[src/rtl/core/vzd_pkg.sv]
// Package for the varint zigzag stream decoder: item types, width codes and
// the value finishing function. No dependencies.
package vzd_pkg;

   localparam int unsigned MaxBytesDefault = 10;
   localparam int unsigned CountWidth      = 4;
   localparam int unsigned ValueWidth      = 64;
   localparam logic [7:0]  ContinueBit     = 8'h80;
   localparam logic [7:0]  GroupMask       = 8'h7f;

   typedef enum logic [1:0] {
      WIDTH_8  = 2'd0,
      WIDTH_16 = 2'd1,
      WIDTH_32 = 2'd2,
      WIDTH_64 = 2'd3
   } vzd_width_type;

   typedef struct packed {
      logic [7:0] data_byte;
      logic [1:0] value_width;
      logic       is_signed;
   } vzd_req_type;

   typedef struct packed {
      logic [ValueWidth-1:0] decoded_value;
      logic [CountWidth-1:0] byte_count;
      logic                  overrun;
   } vzd_rsp_type;

   typedef struct packed {
      logic valid;
      logic advance;
   } vzd_stage_ctrl_type;

   // Truncates to the selected width, then optionally undoes the zigzag
   // mapping and sign-extends to the full 64 bits.
   function automatic logic [ValueWidth-1:0] finish_value(
      input logic [ValueWidth-1:0] raw,
      input logic [1:0]            wsel,
      input logic                  sgn
   );
      logic [ValueWidth-1:0] mask;
      logic [ValueWidth-1:0] sbit;
      logic [ValueWidth-1:0] u;
      logic [ValueWidth-1:0] half;
      case (vzd_width_type'(wsel))
         WIDTH_8: begin
            mask = 64'h0000_0000_0000_00ff;
            sbit = 64'h0000_0000_0000_0080;
         end
         WIDTH_16: begin
            mask = 64'h0000_0000_0000_ffff;
            sbit = 64'h0000_0000_0000_8000;
         end
         WIDTH_32: begin
            mask = 64'h0000_0000_ffff_ffff;
            sbit = 64'h0000_0000_8000_0000;
         end
         default: begin
            mask = 64'hffff_ffff_ffff_ffff;
            sbit = 64'h8000_0000_0000_0000;
         end
      endcase
      u = raw & mask;
      if (sgn) begin
         half = u >> 1;
         u = u[0] ? (~half & mask) : half;
         if (|(u & sbit)) begin
            u = u | ~mask;
         end
      end
      return u;
   endfunction

endpackage

[src/rtl/core/vzd_req_if.sv]
// Input channel of the decoder: one encoded byte and its mode fields per item.
// Does not depend on vzd_pkg; payload widths are fixed.
interface vzd_req_if;
   logic       valid;
   logic       ready;
   logic [7:0] data_byte;
   logic [1:0] value_width;
   logic       is_signed;

   modport source (output valid, output data_byte, output value_width,
                   output is_signed, input ready);
   modport sink (input valid, input data_byte, input value_width,
                 input is_signed, output ready);
endinterface

[src/rtl/core/vzd_rsp_if.sv]
// Result channel of the decoder: one decoded value per finished varint.
// Widths follow the fixed result fields.
interface vzd_rsp_if;
   logic        valid;
   logic        ready;
   logic [63:0] decoded_value;
   logic [3:0]  byte_count;
   logic        overrun;

   modport source (output valid, output decoded_value, output byte_count,
                   output overrun, input ready);
   modport sink (input valid, input decoded_value, input byte_count,
                 input overrun, output ready);
endinterface

[src/rtl/core/vzd_in_reg.sv]
// Input register stage of the decoder. Holds one accepted item until the
// accumulate stage can take it. Depends on vzd_pkg.
module vzd_in_reg (
   input  logic                clock,
   input  logic                reset,
   input  logic                req_valid,
   output logic                req_ready,
   input  vzd_pkg::vzd_req_type req_item,
   input  logic                advance,
   output vzd_pkg::vzd_stage_ctrl_type stage_ctrl,
   output vzd_pkg::vzd_req_type stage_item
);
   import vzd_pkg::*;

   logic        valid_ff;
   logic        valid_in;
   vzd_req_type item_ff;
   vzd_req_type item_in;

   assign req_ready = !valid_ff || advance;
   assign valid_in  = req_ready ? req_valid : valid_ff;
   assign item_in   = (req_ready && req_valid) ? req_item : item_ff;

   always_ff @(posedge clock) begin
      if (reset) begin
         valid_ff <= 1'b0;
      end else begin
         valid_ff <= valid_in;
      end
   end

   always_ff @(posedge clock) begin
      item_ff <= item_in;
   end

   assign stage_ctrl.valid   = valid_ff;
   assign stage_ctrl.advance = advance;
   assign stage_item         = item_ff;
endmodule

[src/rtl/core/vzd_accum.sv]
// Accumulate stage: merges each byte's group into the running value and, on
// the last byte or an overrun, forms the result. Depends on vzd_pkg.
module vzd_accum #(
   parameter int unsigned MAX_BYTES = vzd_pkg::MaxBytesDefault
) (
   input  logic                        clock,
   input  logic                        reset,
   input  vzd_pkg::vzd_stage_ctrl_type stage_ctrl,
   input  vzd_pkg::vzd_req_type        stage_item,
   output logic                        rsp_valid,
   output vzd_pkg::vzd_rsp_type        rsp_item
);
   import vzd_pkg::*;

   localparam logic [CountWidth-1:0] MaxCount = CountWidth'(MAX_BYTES);

   logic [ValueWidth-1:0] acc_ff;
   logic [ValueWidth-1:0] acc_in;
   logic [CountWidth-1:0] idx_ff;
   logic [CountWidth-1:0] idx_in;
   logic [ValueWidth-1:0] merged;
   logic [6:0]            shift;
   logic [CountWidth-1:0] count;
   logic                  last_byte;
   logic                  overrun;
   logic                  take;

   assign take      = stage_ctrl.valid && stage_ctrl.advance;
   assign shift     = 7'(idx_ff) * 7'd7;
   assign merged    = (shift < 7'd64)
                    ? (acc_ff | (ValueWidth'(stage_item.data_byte & GroupMask) << shift[5:0]))
                    : acc_ff;
   assign count     = idx_ff + CountWidth'(1);
   assign last_byte = !(|(stage_item.data_byte & ContinueBit));
   assign overrun   = !last_byte && (count >= MaxCount);

   always_comb begin
      acc_in = acc_ff;
      idx_in = idx_ff;
      if (take) begin
         if (last_byte || overrun) begin
            acc_in = '0;
            idx_in = '0;
         end else begin
            acc_in = merged;
            idx_in = count;
         end
      end
   end

   always_ff @(posedge clock) begin
      if (reset) begin
         acc_ff <= '0;
         idx_ff <= '0;
      end else begin
         acc_ff <= acc_in;
         idx_ff <= idx_in;
      end
   end

   assign rsp_valid              = stage_ctrl.valid && (last_byte || overrun);
   assign rsp_item.decoded_value = overrun ? '0
                                 : finish_value(merged, stage_item.value_width,
                                                stage_item.is_signed);
   assign rsp_item.byte_count    = count;
   assign rsp_item.overrun       = overrun;
endmodule

[src/rtl/core/vzd_out_reg.sv]
// Result register of the decoder. Holds a finished item until the sink takes
// it and tells the earlier stages when they may move. Depends on vzd_pkg.
module vzd_out_reg (
   input  logic                 clock,
   input  logic                 reset,
   input  logic                 rsp_valid,
   input  vzd_pkg::vzd_rsp_type rsp_item,
   output logic                 advance,
   output logic                 out_valid,
   input  logic                 out_ready,
   output vzd_pkg::vzd_rsp_type out_item
);
   import vzd_pkg::*;

   logic        valid_ff;
   logic        valid_in;
   vzd_rsp_type item_ff;
   vzd_rsp_type item_in;

   assign advance  = !valid_ff || out_ready;
   assign valid_in = advance ? rsp_valid : valid_ff;
   assign item_in  = (advance && rsp_valid) ? rsp_item : item_ff;

   always_ff @(posedge clock) begin
      if (reset) begin
         valid_ff <= 1'b0;
      end else begin
         valid_ff <= valid_in;
      end
   end

   always_ff @(posedge clock) begin
      item_ff <= item_in;
   end

   assign out_valid = valid_ff;
   assign out_item  = item_ff;
endmodule

[src/rtl/core/varint_zigzag_stream_decoder_unit.sv]
// Top level of the varint zigzag stream decoder: input register, accumulate
// stage and result register. Depends on vzd_pkg, vzd_req_if and vzd_rsp_if.
//
//   channel    direction  item
//   req_chan   in         data_byte, value_width, is_signed
//   rsp_chan   out        decoded_value, byte_count, overrun
//
// One byte is taken every cycle while rsp_chan does not stall; the result of the
// byte that ends a value passes the input register, then the result register.
// Bytes with bit 7 set before the limit produce no item.
// Reset is synchronous and clears the handshake state, accumulator and count.
// A stall on rsp_chan holds both stages; req_chan.ready drops only then.
module varint_zigzag_stream_decoder_unit #(
   parameter int unsigned MAX_BYTES = vzd_pkg::MaxBytesDefault
) (
   input logic clock,
   input logic reset,
   vzd_req_if.sink   req_chan,
   vzd_rsp_if.source rsp_chan
);
   import vzd_pkg::*;

   vzd_req_type        req_item;
   vzd_req_type        stage_item;
   vzd_stage_ctrl_type stage_ctrl;
   vzd_rsp_type        acc_item;
   vzd_rsp_type        out_item;
   logic               acc_valid;
   logic               advance;
   logic               req_ready;
   logic               out_valid;

   assign req_item.data_byte   = req_chan.data_byte;
   assign req_item.value_width = req_chan.value_width;
   assign req_item.is_signed   = req_chan.is_signed;
   assign req_chan.ready       = req_ready;

   vzd_in_reg u_in_reg (
      .clock      (clock),
      .reset      (reset),
      .req_valid  (req_chan.valid),
      .req_ready  (req_ready),
      .req_item   (req_item),
      .advance    (advance),
      .stage_ctrl (stage_ctrl),
      .stage_item (stage_item)
   );

   vzd_accum #(
      .MAX_BYTES (MAX_BYTES)
   ) u_accum (
      .clock      (clock),
      .reset      (reset),
      .stage_ctrl (stage_ctrl),
      .stage_item (stage_item),
      .rsp_valid  (acc_valid),
      .rsp_item   (acc_item)
   );

   vzd_out_reg u_out_reg (
      .clock     (clock),
      .reset     (reset),
      .rsp_valid (acc_valid),
      .rsp_item  (acc_item),
      .advance   (advance),
      .out_valid (out_valid),
      .out_ready (rsp_chan.ready),
      .out_item  (out_item)
   );

   assign rsp_chan.valid         = out_valid;
   assign rsp_chan.decoded_value = out_item.decoded_value;
   assign rsp_chan.byte_count    = out_item.byte_count;
   assign rsp_chan.overrun       = out_item.overrun;
endmodule

[src/flat_wrapper.sv]
// flat-port wrapper written by rule: the top's interface ports become plain ports
module varint_zigzag_stream_decoder_unit_flat import vzd_pkg::*;
#(
   parameter int unsigned MAX_BYTES = vzd_pkg::MaxBytesDefault
)
  (clock, reset, req_chan_valid, req_chan_data_byte, req_chan_value_width, req_chan_is_signed, req_chan_ready, rsp_chan_valid, rsp_chan_decoded_value, rsp_chan_byte_count, rsp_chan_overrun, rsp_chan_ready);
  vzd_req_if req_chan_i ();
  vzd_rsp_if rsp_chan_i ();
  input logic clock;
  input logic reset;
  input wire logic [$bits(req_chan_i.valid)-1:0] req_chan_valid;
  input wire logic [$bits(req_chan_i.data_byte)-1:0] req_chan_data_byte;
  input wire logic [$bits(req_chan_i.value_width)-1:0] req_chan_value_width;
  input wire logic [$bits(req_chan_i.is_signed)-1:0] req_chan_is_signed;
  output wire logic [$bits(req_chan_i.ready)-1:0] req_chan_ready;
  output wire logic [$bits(rsp_chan_i.valid)-1:0] rsp_chan_valid;
  output wire logic [$bits(rsp_chan_i.decoded_value)-1:0] rsp_chan_decoded_value;
  output wire logic [$bits(rsp_chan_i.byte_count)-1:0] rsp_chan_byte_count;
  output wire logic [$bits(rsp_chan_i.overrun)-1:0] rsp_chan_overrun;
  input wire logic [$bits(rsp_chan_i.ready)-1:0] rsp_chan_ready;
  assign req_chan_i.valid = req_chan_valid;
  assign req_chan_i.data_byte = req_chan_data_byte;
  assign req_chan_i.value_width = req_chan_value_width;
  assign req_chan_i.is_signed = req_chan_is_signed;
  assign req_chan_ready = req_chan_i.ready;
  assign rsp_chan_valid = rsp_chan_i.valid;
  assign rsp_chan_decoded_value = rsp_chan_i.decoded_value;
  assign rsp_chan_byte_count = rsp_chan_i.byte_count;
  assign rsp_chan_overrun = rsp_chan_i.overrun;
  assign rsp_chan_i.ready = rsp_chan_ready;
  varint_zigzag_stream_decoder_unit #(.MAX_BYTES(MAX_BYTES)) u_core (.clock(clock), .reset(reset), .req_chan(req_chan_i), .rsp_chan(rsp_chan_i));
endmodule
[config.mk]
export PLATFORM = sky130hd
export DESIGN_NAME = varint_zigzag_stream_decoder_unit_flat
export DESIGN_NICKNAME = d
export VERILOG_FILES = /design/src/rtl/core/vzd_pkg.sv /design/src/rtl/core/vzd_req_if.sv /design/src/rtl/core/vzd_rsp_if.sv /design/src/rtl/core/vzd_in_reg.sv /design/src/rtl/core/vzd_accum.sv /design/src/rtl/core/vzd_out_reg.sv /design/src/rtl/core/varint_zigzag_stream_decoder_unit.sv /design/src/flat_wrapper.sv
export SDC_FILE = /design/constraint.sdc
export NUM_CORES = 1
export LEC_CHECK = 0
export ABC_AREA = 1
export BUFFER_PORTS_ARGS = -buffer_cell sky130_fd_sc_hd__buf_2
export CAP_MARGIN = 40
export CORE_ASPECT_RATIO = 0.7
export CORE_UTILIZATION = 55
export DETAILED_ROUTE_END_ITERATION = 12
export PLACE_DENSITY = 0.73
export SYNTH_ARGS = -nofsm -noshare
export SYNTH_HDL_FRONTEND = slang
export SYNTH_HIERARCHICAL = 1
export SYNTH_SLANG_ARGS = --single-unit
[constraint.sdc]
create_clock -name clock -period 5.9 [get_ports clock]
set_input_delay 0.885 -clock clock [delete_from_list [all_inputs] [get_ports clock]]
set_output_delay 0.885 -clock clock [all_outputs]
set_load 0.005 [all_outputs]
# Yosys cells after proc, flatten, opt, wreduce, memory -nomap -nowiden

Index checks and enable logic that the tools add are counted.

Bits in read-only memories: 0
Memory bits (writable): 0
Memories kept: 0
Bits in latches: 0
Register bits after elaboration: 150
Word-level logic and storage cells: 45

Shift-type cells: 1
Mux-type cells: 8
Bitwise operators: 7
Add/sub/neg operators: 1
Div/mod/pow operators: 0
Multipliers: 1
Reductions and logical operators: 13
Equality and inequality tests: 2
Magnitude comparators: 2

Operators by type and width:

| cell                                                      | number |
|---|---|
| one-hot mux 64 bit (3 select lines)                       | 2 |
| 2-to-1 mux 64 bit                                         | 5 |
| bitwise AND 64 bit                                        | 3 |
| bitwise OR 64 bit                                         | 2 |
| inverter 63 -> 64 bit                                     | 1 |
| inverter 64 bit                                           | 1 |
| OR reduction 64 bit                                       | 1 |
| << shifter 7 x 6 -> 64 bit                                | 1 |
| < comparator 7 bit (second input constant)                | 1 |
| multiplier 4 x 3 -> 7 bit (second input constant)         | 1 |
| logical AND 1 bit                                         | 5 |
| adder 4 x 1 -> 4 bit (second input constant)              | 1 |
| greater-or-equal comparator 4 bit (second input constant) | 1 |
| 2-to-1 mux 4 bit                                          | 1 |
| logical NOT 1 bit                                         | 3 |
| logical OR 1 bit                                          | 3 |
| equality test 2 x 1 -> 1 bit (second input constant)      | 1 |
| equality test 2 bit (second input constant)               | 1 |
| logical NOT 2 bit                                         | 1 |

# Depth between registers and ports, before layout

Depth after elaboration: 12
Mapped depth: 17

# Hierarchy

Netlist, hierarchy kept.

Modules (own cells, without submodules):

| module      | area an instance (sq um) | cells an instance | seq. area each (sq um) | times used |
|---|---|---|---|---|
| vzd_accum   | 6035.8                   | 1064              | 1361.3                 | 1 |
| vzd_out_reg | 2119.5                   | 75                | 2092.0                 | 1 |
| vzd_in_reg  | 392.9                    | 19                | 350.3                  | 1 |

# Worst setup path before layout

OpenSTA, ideal clock, no wires.

Path kind: flip-flop to flip-flop
Start: register u_core.u_accum.idx_ff[1]
End: register u_core.u_out_reg.item_ff, in the netlist u_core/u_out_reg/out_item[0], enable pin
Data required time: 5.381 ns
Setup slack: 0.462 ns
Clock period less this slack: 5.438 ns
Cell stages (with the launch flop): 12
Data arrival time: 4.919 ns
Path through: dfxtp_1 -> inv_1 -> ha_1 -> buf_4 -> inv_2 -> o31ai_1 -> inv_1 -> nor2_2 -> buf_2 -> nor2_1 -> inv_1 -> a21oi_1

Cells in the longest elaborated chain, start to end: 6

Ends and longest elaborated chain:

| element                           | line                                    | source |
|---|---|---|
| from (decl)                       | vzd_accum.sv:19                         | `logic [CountWidth-1:0] idx_ff;` |
| from (signal assigned)            | vzd_accum.sv:57                         | `idx_ff <= idx_in;` |
| adder 4 x 1 -> 4 bit              | vzd_accum.sv:33                         | `assign count = idx_ff + CountWidth'(1);` |
| greater-or-equal comparator 4 bit | vzd_accum.sv:35                         | `assign overrun = !last_byte && (count >= MaxCount);` |
| logical AND 1 bit                 | vzd_accum.sv:35                         |  |
| logical OR 1 bit                  | vzd_accum.sv:61                         | `assign rsp_valid = stage_ctrl.valid && (last_byte \|\| overrun);` |
| logical AND 1 bit                 | vzd_accum.sv:61                         |  |
| named net u_core.acc_valid        | varint_zigzag_stream_decoder_unit.sv:28 | `logic acc_valid;` |
| logical AND 1 bit                 | vzd_out_reg.sv:22                       | `assign item_in = (advance && rsp_valid) ? rsp_item : item_ff;` |
| to (signal assigned)              | vzd_out_reg.sv:33                       | `item_ff <= item_in;` |
| to (decl)                         | vzd_out_reg.sv:17                       | `vzd_rsp_type item_ff;` |

The timed path passes the listed nets, and every way through them passes these cells.
A chain may end at the register's enable or synchronous reset.

# Worst setup path in the final report

Start: register u_core.u_accum.idx_ff[0]
End: register u_core.u_out_reg.item_ff, in the netlist u_core/u_out_reg/out_item[24] (data pin)

Cells in the longest elaborated chain, start to end: 12

Ends and longest elaborated chain:

| element                    | line            | source |
|---|---|---|
| multiplier 4 x 3 -> 7 bit  | vzd_accum.sv:29 | `assign shift = 7'(idx_ff) * 7'd7;` |
| << shifter 7 x 6 -> 64 bit | vzd_accum.sv:31 | `? (acc_ff \| (ValueWidth'(stage_item.data_byte & GroupMask) << shift[5:0]))` |
| bitwise OR 64 bit          | vzd_accum.sv:31 |  |
| 2-to-1 mux 64 bit          | vzd_accum.sv:31 |  |
| bitwise AND 64 bit         | vzd_pkg.sv:64   | `u = raw & mask;` |
| inverter 63 -> 64 bit      | vzd_pkg.sv:67   | `u = u[0] ? (~half & mask) : half;` |
| bitwise AND 64 bit         | vzd_pkg.sv:67   |  |
| 2-to-1 mux 64 bit          | vzd_pkg.sv:67   |  |
| bitwise AND 64 bit         | vzd_pkg.sv:68   | `if (\|(u & sbit)) begin` |
| OR reduction 64 bit        | vzd_pkg.sv:68   |  |
| 2-to-1 mux 64 bit          | vzd_pkg.sv:68   |  |
| 2-to-1 mux 64 bit          | vzd_pkg.sv:65   | `if (sgn) begin` |

Parallel ways exist; a longest one is shown, timed or not.

==> qor.csv <==
metric;value;unit
area of the multi-input gates;0.00398;mm²
CP Class;reg -> reg;
Pint;1.87;mW
CTS tree;built;
Post-layout nets;1225;
Clock Path Buffers;2;
Final Total Pwr;2.55;mW
setup_tns;0;ns
final setup fails;0;
Filler cells;1286;
Register Area;0.00380;mm²
Area contributors post-synth;edfxtp_1, dfxtp_1, nand2_1;
commonest non-fill, non-tap cell in the layout;nand2_1;
Yosys warning count;6;
share of the synthesized area in the top cell type;28.1;%
critical path peak fanout;56;
Worst-path clk slew;0.06;ns
syn nets;1185;
switching pwr;680;µW
Seq cells post-synth;150;
worst min-delay path category;reg -> reg;
layout cell share with drive strength beyond 1;12.9;%
sequential share of power;45.0;%
Crit path largest cell delay;0.62;ns
most frequent cells in the layout;nand2_1, nand3_1, buf_2;
global placement routability congestion;0.924;
global-route track usage on met3;6.39;%
Pwr per Cell Area;265;mW/mm²
Avg WL per Cell;16.7;µm
RSZ-0062 raised after global routing;false;
FF-to-FF Start;u_core/u_accum/idx_ff[0];
Num CTS Buffers;17;
FMAX;238;MHz
hold path cells;2;
M2 GR Usage;44.6;%
largest net degree at the start of global routing;73;
total number of vias;8096;
Antenna Nets Post-Route;0;
vias per inst;5.76;
maxcap violations;0;
met1 Usage GRT;45.1;%
Core Rows;37;
Crit. Startpoint;u_core/u_accum/idx_ff[0];
net switching fraction of the power;26.7;%
Clock power frac;42.0;%
library cells used by synthesis;40;
core area;0.0150;mm²
pre-CTS setup slack;1.81;ns
final-report hold violation count;0;
vias in the first global route;7206;
clock latency on the worst-skew pair;0.42;ns
crit path to;u_core/u_out_reg/out_item[24];
drt initial violations;995;
crit share post-route;71.3;%
Post-route DRC;0;
Die X-Extent;151;µm
Gate power share;13.0;%
Reg2Reg Depth;15;
Worst Setup Start Kind;flip-flop;
Rel. slew slack;50.9;%
IO Pins;86;
status;finished, final reports clean;
Pleak;4.24;nW
P&R area growth vs syn;12.3;%
grt peak-use layer;met1;
Post-CTS Setup Bufs;0;
grt ovf;0;
CP Data Arrival Time;4.39;ns
H-tree depth reported by CTS;4;
Final WS setup;1.69;ns
drt pass-1 iters;7;
crit-path cells;fa_1 -> ha_1 -> inv_1 -> fa_1 -> nand3b_1 -> nand3_1 -> nor2_8 -> nand2_1 -> nand2_2 -> buf_4 -> nor2_1 -> inv_1 -> o21ai_0 -> a21oi_1 -> nor2_1;
PortBufs;85;
Critical Path End Type;flip-flop;
gr usage total;30.9;%
Root Buffer Master;clkbuf_16;
mean post-synth cell area;7.38;µm²
CTS Sinks;150;
fin crit period;4.21;ns
Initial Util;57.2;%
Synth Cell Area;0.00855;mm²
Slowest-stage cell, CP;dfxtp_1;
n_diodes;0;
setup slack, reg-to-reg;1.69;ns
post-synth top area cell;edfxtp_1;
Max IR drop VDD;218;µV
DIE AREA;0.0161;mm²
worst-margin pin slew;0.737;ns
cts repair resizes;0;
post-synthesis sequential area ratio;44.5;%
max-slew violations;0;
Clock Skews;0.00714;ns
worst reg2reg path endpoint;u_core/u_out_reg/out_item[24];
cts hold-fix bufs;0;
initial antenna violation count;0;
Total Routed Length;23400;µm
global-route wire length before repair;37700;µm
HPWL after DPL;16100;µm
Syn Inst Count;1158;
Data required, critical path;6.08;ns
die height;106;µm
flip-flops by register name, indices dropped and copies added, names as in the netlist:
name / count
u_core/u_accum/acc_ff: 64
u_core/u_out_reg/out_item: 69
u_core/u_in_reg/valid_ff: 1
u_core/u_in_reg/stage_item: 11
u_core/u_out_reg/out_valid: 1
u_core/u_accum/idx_ff: 4
through the flow:
step | instances | hold slack [ns] | utilization [%] | area, µm²
floorplan | 1158 | 0.442 | - | 8550
global placement | 1369 | 0.450 | 59.6 | 8920
detailed placement | 1374 | 0.456 | 60.3 | 9020
CTS | 1406 | 0.465 | 64.2 | 9600
global route | 1406 | 0.490 | 64.2 | 9600
finish | 1406 | 0.467 | 64.2 | 9600
cell usage after synthesis:
| library cell | instances |
|---|---|
| nand2_1 | 360 |
| inv_1 | 84 |
| a21oi_2 | 3 |
| buf_1 | 8 |
| dfxtp_1 | 70 |
| nand3_1 | 151 |
| nand3b_1 | 1 |
| inv_2 | 7 |
| clkinv_1 | 4 |
| nor2_2 | 1 |
| mux2i_1 | 2 |
| a22oi_1 | 1 |
| nor3_1 | 1 |
| buf_6 | 6 |
| nand2_2 | 4 |
| buf_2 | 13 |
| xor2_1 | 3 |
| a21oi_1 | 85 |
| a211oi_1 | 21 |
| o211ai_1 | 4 |
| edfxtp_1 | 80 |
| xnor2_1 | 1 |
| ha_1 | 8 |
| nor2_8 | 1 |
| and3_1 | 22 |
| a221oi_1 | 10 |
| nand4_1 | 7 |
| o21ai_1 | 6 |
| clkbuf_1 | 44 |
| o21ai_0 | 56 |
| or2_1 | 1 |
| nor2_1 | 69 |
| nand3_2 | 1 |
| nand2_4 | 1 |
| xnor2_2 | 1 |
| a31oi_1 | 2 |
| o21bai_1 | 2 |
| buf_4 | 12 |
| fa_1 | 4 |
| o31ai_1 | 1 |
worst min path at each step:
stage | slack (ns) | start | end
3_5_place_dp | 0.46 | u_core/u_accum/acc_ff[44] | u_core/u_accum/acc_ff[44]
3_3_place_gp | 0.45 | u_core/u_accum/acc_ff[48] | u_core/u_accum/acc_ff[48]
2_1_floorplan | 0.44 | u_core/u_accum/acc_ff[38] | u_core/u_accum/acc_ff[38]
4_1_cts | 0.47 | u_core/u_accum/acc_ff[44] | u_core/u_accum/acc_ff[44]
6_report | 0.47 | u_core/u_accum/acc_ff[12] | u_core/u_accum/acc_ff[12]
5_1_grt | 0.49 | u_core/u_accum/acc_ff[60] | u_core/u_accum/acc_ff[60]
cell type report:
| type | instances | share of cell area, % |
|---|---|---|
| Multi-Input combinational cell | 830 | 41.5 |
| Sequential cell | 150 | 39.6 |
| Timing Repair Buffer | 104 | 6.59 |
| Clock buffer | 22 | 5.08 |
| Inverter | 95 | 3.71 |
| Tap cell | 195 | 2.54 |
| Clock inverter | 10 | 0.977 |
critical path, delay by kind of cell, from the launching register on:
kind,cells,cell delay [ns]
buffers and inverters,3,0.85
AOI/OAI and AO/OA,2,0.29
and+or+nand+nor,7,1.21
adders and majority gates,3,0.95
DFF,1,0.62
per-layer routing:
metal	wire, µm	share of wire, %
met1	10400	44
met2	10200	43
met3	2170	9.3
met4	661	2.8
met5	0	0
power by group through the flow:
stage	Combinational, mW	Sequential (mW)	Clock (mW)
5_1_grt	0.369	1.15	1.12
3_3_place_gp	0.309	1.17	0
3_5_place_dp	0.322	1.17	0
4_1_cts	0.325	1.15	1.08
2_1_floorplan	0.235	1.17	0
6_report	0.331	1.15	1.07
cells by family (layout without fill, tap and decap cells):
kind of cell | after synthesis | after routing | synth area share [%]
DFF | 150 | 150 | 44.5
xor gates and xnor gates | 5 | 5 | 0.600
and+or+nand+nor | 620 | 620 | 30.9
adders and majority gates | 12 | 12 | 2.11
AOI/OAI and AO/OA | 191 | 191 | 12.6
muxes | 2 | 2 | 0.234
buffers and inverters | 178 | 231 | 9.06
(Power assumes the default switching activity.)
